## src/rtl/core/utf8_stream_decoder_macros.svh

```systemverilog
// Assertion macros for the UTF-8 stream decoder.
// Both macros expect clk and rst_n in scope.
`ifndef UTF8_STREAM_DECODER_MACROS_SVH
`define UTF8_STREAM_DECODER_MACROS_SVH
`ifndef SYNTHESIS
`define U8SD_ASSERT_IMP(label, ante, cons) \
  label: assert property (@(posedge clk) disable iff (!rst_n) (ante) |-> (cons)) \
    else $error("utf8_stream_decoder: check failed");
`define U8SD_ASSERT_NEXT(label, ante, cons) \
  label: assert property (@(posedge clk) disable iff (!rst_n) (ante) |=> (cons)) \
    else $error("utf8_stream_decoder: check failed");
`else
`define U8SD_ASSERT_IMP(label, ante, cons)
`define U8SD_ASSERT_NEXT(label, ante, cons)
`endif
`endif

```

## src/rtl/core/utf8sd_pkg.sv

```systemverilog
package utf8sd_pkg;

  localparam int CpW  = 21;
  localparam int AccW = 15;

  localparam logic [7:0] MASK_TOP1  = 8'h80;
  localparam logic [7:0] MASK_TOP2  = 8'hc0;
  localparam logic [7:0] MASK_TOP3  = 8'he0;
  localparam logic [7:0] MASK_TOP4  = 8'hf0;
  localparam logic [7:0] MASK_TOP5  = 8'hf8;
  localparam logic [7:0] CONT_TAG   = 8'h80;
  localparam logic [7:0] LEAD2_TAG  = 8'hc0;
  localparam logic [7:0] LEAD3_TAG  = 8'he0;
  localparam logic [7:0] LEAD4_TAG  = 8'hf0;
  localparam logic [7:0] LEAD2_BITS = 8'h1f;
  localparam logic [7:0] LEAD3_BITS = 8'h0f;
  localparam logic [7:0] LEAD4_BITS = 8'h07;
  localparam logic [7:0] CONT_BITS  = 8'h3f;

  localparam logic [2:0] SEQ_IDLE = 3'd0;
  localparam logic [2:0] SEQ_TWO  = 3'd2;
  localparam logic [2:0] SEQ_THREE = 3'd3;
  localparam logic [2:0] SEQ_FOUR = 3'd4;

  typedef struct packed {
    logic [7:0] data_byte;
    logic       end_of_text;
  } in_word_t;

  typedef struct packed {
    logic [CpW-1:0] code_point;
    logic           is_error;
    logic           last_of_run;
  } out_word_t;

  typedef struct packed {
    logic [1:0]     err_cnt;
    logic           has_tail;
    logic [CpW-1:0] tail_cp;
    logic           tail_err;
  } job_t;

  typedef struct packed {
    logic [1:0] held_cnt;
    logic [2:0] seq_len;
  } front_status_t;

endpackage

```

## src/rtl/core/utf8sd_front.sv

```systemverilog
module utf8sd_front (
  input  logic                      clk,
  input  logic                      rst_n,
  input  logic                      in_valid,
  output logic                      in_ready,
  input  utf8sd_pkg::in_word_t      in_word,
  input  logic                      q_full,
  output logic                      push,
  output utf8sd_pkg::job_t          job,
  output utf8sd_pkg::front_status_t status
);
  import utf8sd_pkg::*;

  logic [1:0]      held_cnt_r, held_cnt_nxt;
  logic [2:0]      seq_len_r, seq_len_nxt;
  logic [AccW-1:0] acc_r, acc_nxt;
  logic            accept;
  logic [7:0]      b;

  logic            f_tail;
  logic [CpW-1:0]  f_cp;
  logic            f_err;
  logic [1:0]      f_held;
  logic [2:0]      f_seq;
  logic [AccW-1:0] f_acc;

  assign in_ready = !q_full;
  assign accept   = in_valid && in_ready;
  assign b        = in_word.data_byte;
  assign status   = '{held_cnt: held_cnt_r, seq_len: seq_len_r};

  // classify a byte as if no sequence were pending
  always_comb begin
    f_tail = 1'b0;
    f_cp   = '0;
    f_err  = 1'b0;
    f_held = 2'd0;
    f_seq  = SEQ_IDLE;
    f_acc  = acc_r;
    if ((b & MASK_TOP1) == 8'h00) begin
      f_tail = 1'b1;
      f_cp   = {{(CpW-8){1'b0}}, b};
    end else if ((b & MASK_TOP3) == LEAD2_TAG) begin
      f_held = 2'd1;
      f_seq  = SEQ_TWO;
      f_acc  = {{(AccW-8){1'b0}}, b & LEAD2_BITS};
    end else if ((b & MASK_TOP4) == LEAD3_TAG) begin
      f_held = 2'd1;
      f_seq  = SEQ_THREE;
      f_acc  = {{(AccW-8){1'b0}}, b & LEAD3_BITS};
    end else if ((b & MASK_TOP5) == LEAD4_TAG) begin
      f_held = 2'd1;
      f_seq  = SEQ_FOUR;
      f_acc  = {{(AccW-8){1'b0}}, b & LEAD4_BITS};
    end else begin
      f_tail = 1'b1;
      f_err  = 1'b1;
    end
  end

  always_comb begin
    held_cnt_nxt = held_cnt_r;
    seq_len_nxt  = seq_len_r;
    acc_nxt      = acc_r;
    job          = '0;
    if (in_word.end_of_text) begin
      job.err_cnt  = held_cnt_r;
      held_cnt_nxt = 2'd0;
      seq_len_nxt  = SEQ_IDLE;
    end else if (held_cnt_r == 2'd0 || seq_len_r == SEQ_IDLE) begin
      job.has_tail = f_tail;
      job.tail_cp  = f_cp;
      job.tail_err = f_err;
      held_cnt_nxt = f_held;
      seq_len_nxt  = f_seq;
      acc_nxt      = f_acc;
    end else if ((b & MASK_TOP2) == CONT_TAG) begin
      if (({1'b0, held_cnt_r} + 3'd1) >= seq_len_r) begin
        job.has_tail = 1'b1;
        job.tail_cp  = {acc_r, b[5:0] & CONT_BITS[5:0]};
        held_cnt_nxt = 2'd0;
        seq_len_nxt  = SEQ_IDLE;
      end else begin
        acc_nxt      = {acc_r[AccW-7:0], b[5:0] & CONT_BITS[5:0]};
        held_cnt_nxt = held_cnt_r + 2'd1;
      end
    end else begin
      job.err_cnt  = held_cnt_r;
      job.has_tail = f_tail;
      job.tail_cp  = f_cp;
      job.tail_err = f_err;
      held_cnt_nxt = f_held;
      seq_len_nxt  = f_seq;
      acc_nxt      = f_acc;
    end
  end

  assign push = accept && (job.err_cnt != 2'd0 || job.has_tail);

  always_ff @(posedge clk) begin
    if (!rst_n) begin
      held_cnt_r <= 2'd0;
      seq_len_r  <= SEQ_IDLE;
    end else if (accept) begin
      held_cnt_r <= held_cnt_nxt;
      seq_len_r  <= seq_len_nxt;
    end
  end

  always_ff @(posedge clk) begin
    if (accept) begin
      acc_r <= acc_nxt;
    end
  end

endmodule

```

## src/rtl/core/utf8sd_queue.sv

```systemverilog
module utf8sd_queue #(
  parameter int DEPTH = 2
) (
  input  logic             clk,
  input  logic             rst_n,
  input  logic             push,
  input  utf8sd_pkg::job_t push_job,
  output logic             full,
  input  logic             pop,
  output logic             head_valid,
  output utf8sd_pkg::job_t head_job
);
  import utf8sd_pkg::*;

  localparam int PW = (DEPTH > 1) ? $clog2(DEPTH) : 1;
  localparam int CW = $clog2(DEPTH + 1);

  job_t          slot_r [DEPTH];
  logic [PW-1:0] wr_ptr_r, wr_ptr_nxt;
  logic [PW-1:0] rd_ptr_r, rd_ptr_nxt;
  logic [CW-1:0] count_r, count_nxt;

  assign full       = (count_r == CW'(DEPTH));
  assign head_valid = (count_r != '0);
  assign head_job   = slot_r[rd_ptr_r];

  always_comb begin
    wr_ptr_nxt = wr_ptr_r;
    rd_ptr_nxt = rd_ptr_r;
    count_nxt  = count_r;
    if (push) begin
      wr_ptr_nxt = (wr_ptr_r == PW'(DEPTH - 1)) ? '0 : wr_ptr_r + PW'(1);
    end
    if (pop) begin
      rd_ptr_nxt = (rd_ptr_r == PW'(DEPTH - 1)) ? '0 : rd_ptr_r + PW'(1);
    end
    if (push && !pop) begin
      count_nxt = count_r + CW'(1);
    end else if (pop && !push) begin
      count_nxt = count_r - CW'(1);
    end
  end

  always_ff @(posedge clk) begin
    if (!rst_n) begin
      wr_ptr_r <= '0;
      rd_ptr_r <= '0;
      count_r  <= '0;
    end else begin
      wr_ptr_r <= wr_ptr_nxt;
      rd_ptr_r <= rd_ptr_nxt;
      count_r  <= count_nxt;
    end
  end

  always_ff @(posedge clk) begin
    if (push) begin
      slot_r[wr_ptr_r] <= push_job;
    end
  end

endmodule

```

## src/rtl/core/utf8sd_back.sv

```systemverilog
module utf8sd_back (
  input  logic                  clk,
  input  logic                  rst_n,
  input  logic                  head_valid,
  input  utf8sd_pkg::job_t      head_job,
  output logic                  pop,
  output logic                  out_valid,
  input  logic                  out_ready,
  output utf8sd_pkg::out_word_t out_word
);
  import utf8sd_pkg::*;

  logic      out_valid_r, out_valid_nxt;
  out_word_t out_word_r, out_word_nxt;
  logic [1:0] sent_r, sent_nxt;
  logic      load;
  logic      job_done;

  assign load = head_valid && (!out_valid_r || out_ready);

  always_comb begin
    out_word_nxt = '0;
    job_done     = 1'b0;
    if (sent_r < head_job.err_cnt) begin
      out_word_nxt.is_error    = 1'b1;
      job_done                 = ((sent_r + 2'd1) == head_job.err_cnt) && !head_job.has_tail;
      out_word_nxt.last_of_run = job_done;
    end else begin
      out_word_nxt.code_point  = head_job.tail_cp;
      out_word_nxt.is_error    = head_job.tail_err;
      out_word_nxt.last_of_run = 1'b1;
      job_done                 = 1'b1;
    end
  end

  assign pop = load && job_done;

  always_comb begin
    sent_nxt = sent_r;
    if (pop) begin
      sent_nxt = 2'd0;
    end else if (load) begin
      sent_nxt = sent_r + 2'd1;
    end
    out_valid_nxt = out_valid_r;
    if (load) begin
      out_valid_nxt = 1'b1;
    end else if (out_ready) begin
      out_valid_nxt = 1'b0;
    end
  end

  always_ff @(posedge clk) begin
    if (!rst_n) begin
      out_valid_r <= 1'b0;
      sent_r      <= 2'd0;
    end else begin
      out_valid_r <= out_valid_nxt;
      sent_r      <= sent_nxt;
    end
  end

  always_ff @(posedge clk) begin
    if (load) begin
      out_word_r <= out_word_nxt;
    end
  end

  assign out_valid = out_valid_r;
  assign out_word  = out_word_r;

endmodule

```

## src/rtl/core/utf8_stream_decoder.sv

```systemverilog
// UTF-8 stream decoder. One byte word is taken per cycle while in_ready is high; each byte
// gives zero to four result words (code points or per-byte errors, the final one of each
// byte flagged last_of_run), and the output port delivers one result word per cycle while
// out_ready is high. A queue of QUEUE_DEPTH pending byte jobs between the byte classifier
// and the result expander lets input keep flowing meanwhile, so in_ready drops only when
// that queue is full. A byte's first result passes a queue slot, then the output register.
// No overlong or surrogate checks are made and leads F0-F7 are accepted.
`include "utf8_stream_decoder_macros.svh"

module utf8_stream_decoder #(
  parameter int QUEUE_DEPTH = 2
) (
  input  logic                  clk,
  input  logic                  rst_n,
  input  logic                  in_valid,
  output logic                  in_ready,
  input  utf8sd_pkg::in_word_t  in_word,
  output logic                  out_valid,
  input  logic                  out_ready,
  output utf8sd_pkg::out_word_t out_word
);
  import utf8sd_pkg::*;

  logic          q_full;
  logic          q_push;
  job_t          q_push_job;
  logic          q_pop;
  logic          q_head_valid;
  job_t          q_head_job;
  front_status_t fr_status;
  logic          pend_ok;

  utf8sd_front u_front (
    .clk      (clk),
    .rst_n    (rst_n),
    .in_valid (in_valid),
    .in_ready (in_ready),
    .in_word  (in_word),
    .q_full   (q_full),
    .push     (q_push),
    .job      (q_push_job),
    .status   (fr_status)
  );

  utf8sd_queue #(
    .DEPTH (QUEUE_DEPTH)
  ) u_queue (
    .clk        (clk),
    .rst_n      (rst_n),
    .push       (q_push),
    .push_job   (q_push_job),
    .full       (q_full),
    .pop        (q_pop),
    .head_valid (q_head_valid),
    .head_job   (q_head_job)
  );

  utf8sd_back u_back (
    .clk        (clk),
    .rst_n      (rst_n),
    .head_valid (q_head_valid),
    .head_job   (q_head_job),
    .pop        (q_pop),
    .out_valid  (out_valid),
    .out_ready  (out_ready),
    .out_word   (out_word)
  );

  assign pend_ok = ({1'b0, fr_status.held_cnt} < fr_status.seq_len) &&
                   (fr_status.seq_len >= SEQ_TWO) && (fr_status.seq_len <= SEQ_FOUR);

  `U8SD_ASSERT_IMP(a_err_zero_cp, out_valid && out_word.is_error, out_word.code_point == '0)
  `U8SD_ASSERT_IMP(a_pending_len, fr_status.held_cnt != 2'd0, pend_ok)
  `U8SD_ASSERT_NEXT(a_push_visible, q_push, q_head_valid)
  `U8SD_ASSERT_IMP(a_no_overflow, q_full, !q_push)

endmodule
```

## config.mk

```make
export PLATFORM = sky130hd
export DESIGN_NAME = utf8_stream_decoder
export DESIGN_NICKNAME = d
export VERILOG_FILES = /design/src/rtl/core/utf8sd_pkg.sv /design/src/rtl/core/utf8sd_front.sv /design/src/rtl/core/utf8sd_queue.sv /design/src/rtl/core/utf8sd_back.sv /design/src/rtl/core/utf8_stream_decoder.sv
export VERILOG_INCLUDE_DIRS = /design/src /design/src/rtl/core
export SDC_FILE = /design/constraint.sdc
export NUM_CORES = 1
export LEC_CHECK = 0
export CORE_MARGIN = 4
export CORE_UTILIZATION = 31
export CTS_CLUSTER_SIZE = 20
export DETAILED_ROUTE_END_ITERATION = 10
export DONT_BUFFER_PORTS = 1
export SETUP_SLACK_MARGIN = 0.2
export SYNTH_ARGS = -nofsm -noshare
export SYNTH_HDL_FRONTEND = slang
export SYNTH_HIERARCHICAL = 1
export SYNTH_SLANG_ARGS = --single-unit
```

## constraint.sdc

```tcl
create_clock -name clk -period 3.8 [get_ports clk]
set_input_delay 0.19 -clock clk [delete_from_list [all_inputs] [get_ports clk]]
set_output_delay 0.19 -clock clk [all_outputs]
set_load 0.03 [all_outputs]
```

==> flow_summary.json <==
{
  "status": "finished, final reports clean",
  "drt_iter0_markers": 142,
  "yosys_warnings": 6,
  "io_pins": 38,
  "nets": 330,
  "worstReg2RegStart": "u_front/held_cnt_r[0]",
  "layoutNonFillerInstCount": 494,
  "synth-edff-count": 88,
  "cp-startpoint": "u_front/held_cnt_r[0]",
  "drt_pass1_iterations": 4,
  "clk_pin_slew_ns": 0.07,
  "hold_buffers": 1,
  "post-route-min-period_ns": 2.867,
  "critical-path-max-stage-delay_ns": 0.41,
  "drc_errors": 0,
  "ys_seq_area_share_pct": 66.02,
  "fp.dieH_um": 127.1,
  "grt_pass1_wl_mm": 12.98,
  "synthDistinctLibCells": 51,
  "grt_pass1_vias": 2458,
  "worstHoldPathType": "input port to register",
  "fmax_mhz": 348.7,
  "rows": 43,
  "cp_top_family": "simple AND/OR/NAND/NOR gates",
  "cts_tree": "done",
  "ys_ff_latch": 101,
  "grt_setup_unrepaired": "false",
  "antenna_cells": 0,
  "initial_core_util_pct": 31.67,
  "avgViaCountPerCell": 4.733,
  "grt_max_degree": 26,
  "relSlewSlack_pct": 36.58,
  "worstMarginPinSlew_ns": 0.9503,
  "hold_viol": 0,
  "synth_area_um2": 4397,
  "critPathRequiredTime_ns": 3.84,
  "fin_skew_ns": 0.006653,
  "layout_common_cells": "edfxtp_1, mux2_2, nor2b_1",
  "fin_crit_sh_pct": 75.46,
  "dieWidth_um": 127.1,
  "gp_congestion": 0.7697,
  "globalRoute.totalOverflow": 0,
  "layout-drive-gt1-share_pct": 18.79,
  "core_area_um2": 13880,
  "endpoint": "u_queue/slot_r[0][21]",
  "layout-area-overhead-vs-synth_pct": 12.52,
  "final_antenna_net_count": 0,
  "groute.usage.overall_pct": 10.36,
  "reg2reg_slack_ns": 0.93,
  "cts.sinks": 101,
  "drv_slew": 0,
  "mostFrequentLayoutCell": "edfxtp_1",
  "wirelength_mm": 7.804,
  "crit_buf_inv": 2,
  "setup-tns-final_ns": 0,
  "crit_cells": 9,
  "cts_max_path_buffers": 2,
  "cts_resized": 0,
  "worst_path_max_delay_cell": "nor2b_2",
  "wl_per_cell_um": 15.80,
  "irDropWorstVdd_uv": 249.2,
  "rr_worst_depth": 9,
  "placed_cells": 477,
  "crit_chain": "inv_1 -> ha_1 -> ha_1 -> nand2_1 -> o21a_1 -> nor2_4 -> o31a_1 -> nor2b_2 -> buf_12",
  "cap_violations": 0,
  "fin_ws_ns": 0.9326,
  "cts_buffers": 9,
  "num-fill-cells": 1357,
  "finalSetupViolCount": 0,
  "place_area_um2": 4614,
  "arrival_ns": 2.91,
  "post-cts-setup-buffers": 0,
  "power_leakage_nw": 1.727,
  "root_buffer": "clkbuf_16",
  "dp_worst_setup_slack_ns": 0.9456,
  "criticalPathCategory": "register to register",
  "synthFlopType": "edfxtp_1",
  "antenna_found_initial": 0,
  "crit_path_start_kind": "register",
  "h-tree-depth": 3,
  "p_per_area_nw_per_um2": 709.9,
  "post-dp-hpwl_mm": 5.373,
  "insertion_delay_ns": 0.34,
  "dieArea_um2": 16150,
  "cp_max_fo": 20,
  "synthArstFlopShare_pct": 0,
  "worst_path_most_repeated_cell": "ha_1",
  "r2r-end": "u_queue/slot_r[0][21]",
  "num_vias": 2338,
  "finalInstanceArea_um2": 4947,
  "syn_avg_cell_area_um2": 14.61,
  "synthCells": 301,
  "end_kind": "register",
  "syn_nets": 322,
  "final_util_pct": 35.64,
  "io_buffers": 0
}
==> worst min-delay path by stage <==
stage                          start  cells past startpoint                     to  slack (ns)
after floorplan                rst_n                      1  u_front/held_cnt_r[1]        0.31
after global placement         rst_n                      1       u_queue/wr_ptr_r        0.32
after detailed placement       rst_n                      1  u_front/held_cnt_r[1]        0.32
after CTS                      rst_n                      2   u_front/seq_len_r[2]        0.01
after global routing      in_word[6]                      2   u_front/seq_len_r[0]        0.01
final                          rst_n                      2   u_front/seq_len_r[2]        0.02
==> cells in the mapped netlist (2+ instances only) <==
| cell type | count | area share (%) |
|---|---|---|
| mux2_2 | 28 | 7.2 |
| or2_2 | 2 | 0.28 |
| edfxtp_1 | 88 | 60 |
| buf_4 | 2 | 0.34 |
| ha_1 | 8 | 2.3 |
| a31oi_1 | 2 | 0.28 |
| nand4_1 | 2 | 0.28 |
| nand2_1 | 11 | 0.94 |
| nor3_1 | 4 | 0.46 |
| and2_1 | 19 | 2.7 |
| buf_2 | 3 | 0.34 |
| a22o_1 | 13 | 2.6 |
| or3_1 | 2 | 0.28 |
| nand2b_1 | 2 | 0.28 |
| o21ai_0 | 3 | 0.34 |
| inv_1 | 12 | 1.0 |
| mux2i_1 | 3 | 0.68 |
| buf_6 | 2 | 0.51 |
| nand3_1 | 3 | 0.34 |
| nand3b_1 | 2 | 0.34 |
| nor3b_1 | 7 | 1.2 |
| nor2b_1 | 26 | 3.7 |
| nor2_1 | 9 | 0.77 |
| a21oi_1 | 3 | 0.34 |
| dfxtp_1 | 13 | 5.9 |
| clkbuf_1 | 2 | 0.17 |
| o31a_1 | 2 | 0.40 |
| o21a_1 | 3 | 0.51 |
| xor2_1 | 3 | 0.60 |
==> state kept, by name, indices dropped and copies added, names as in the netlist, 2 cells and up, named ones only <==
name                count
u_back/out_word        23
u_back/sent_r           2
u_front/acc_r          15
u_front/held_cnt_r      2
u_front/seq_len_r       3
u_queue/count_r         2
u_queue/slot_r         50
==> per-stage QoR <==
stage	total power, mW	hold WS, ns
floorplan	2.429	0.3075
global placement	2.568	0.3152
detailed placement	2.582	0.3184
CTS	3.573	0.009784
global route	3.717	0.01079
finish	3.512	0.01785
==> worst register-to-register path: stages, from the launching register on <==
cell	delay [ns]
dfxtp_1	0.38
inv_1	0.10
ha_1	0.32
ha_1	0.28
nand2_1	0.06
o21a_1	0.22
nor2_4	0.30
o31a_1	0.26
nor2b_2	0.41
buf_12	0.23
==> where the power goes <==
part           internal [mW]  switching, mW  total (mW)  leakage [nW]
registers               1.51          0.359        1.87         0.926
logic                  0.292          0.373       0.665         0.642
clock network          0.581          0.396       0.977         0.159
total                   2.38           1.13        3.51          1.73
==> layer usage <==
metal / global-route usage (%) / up-vias / part of all wire, %
met1: 12.74 / 1161 / 45
met2: 16.87 / 38 / 50
met3: 4.097 / 8 / 4.1
met5: 0 / - / 0
met4: 3.155 / 0 / 1.3
li1: - / 1131 / -
==> cell type report <==
cell class | instances | area (um^2) | share of cell area (%)
Timing Repair Buffer | 6 | 60.06 | 1.214
Tap cell | 180 | 225.2 | 4.552
Clock buffer | 9 | 225.2 | 4.552
Multi-Input combinational cell | 179 | 1391 | 28.12
Sequential cell | 101 | 2903 | 58.67
Clock inverter | 7 | 97.59 | 1.973
Inverter | 12 | 45.04 | 0.9105
==> cells by family after synthesis <==
| group | after synthesis | share of synthesized area [%] |
|---|---|---|
| DFF | 101 | 66.02 |
| and+or+nand+nor | 99 | 13.74 |
| AOI/OAI and AO/OA | 37 | 6.915 |
| muxes | 31 | 7.854 |
| buffers and inverters | 21 | 2.390 |
| adders and majority gates | 8 | 2.277 |
| xor gates and xnor gates | 4 | 0.7970 |
(Power assumes the default switching activity.)
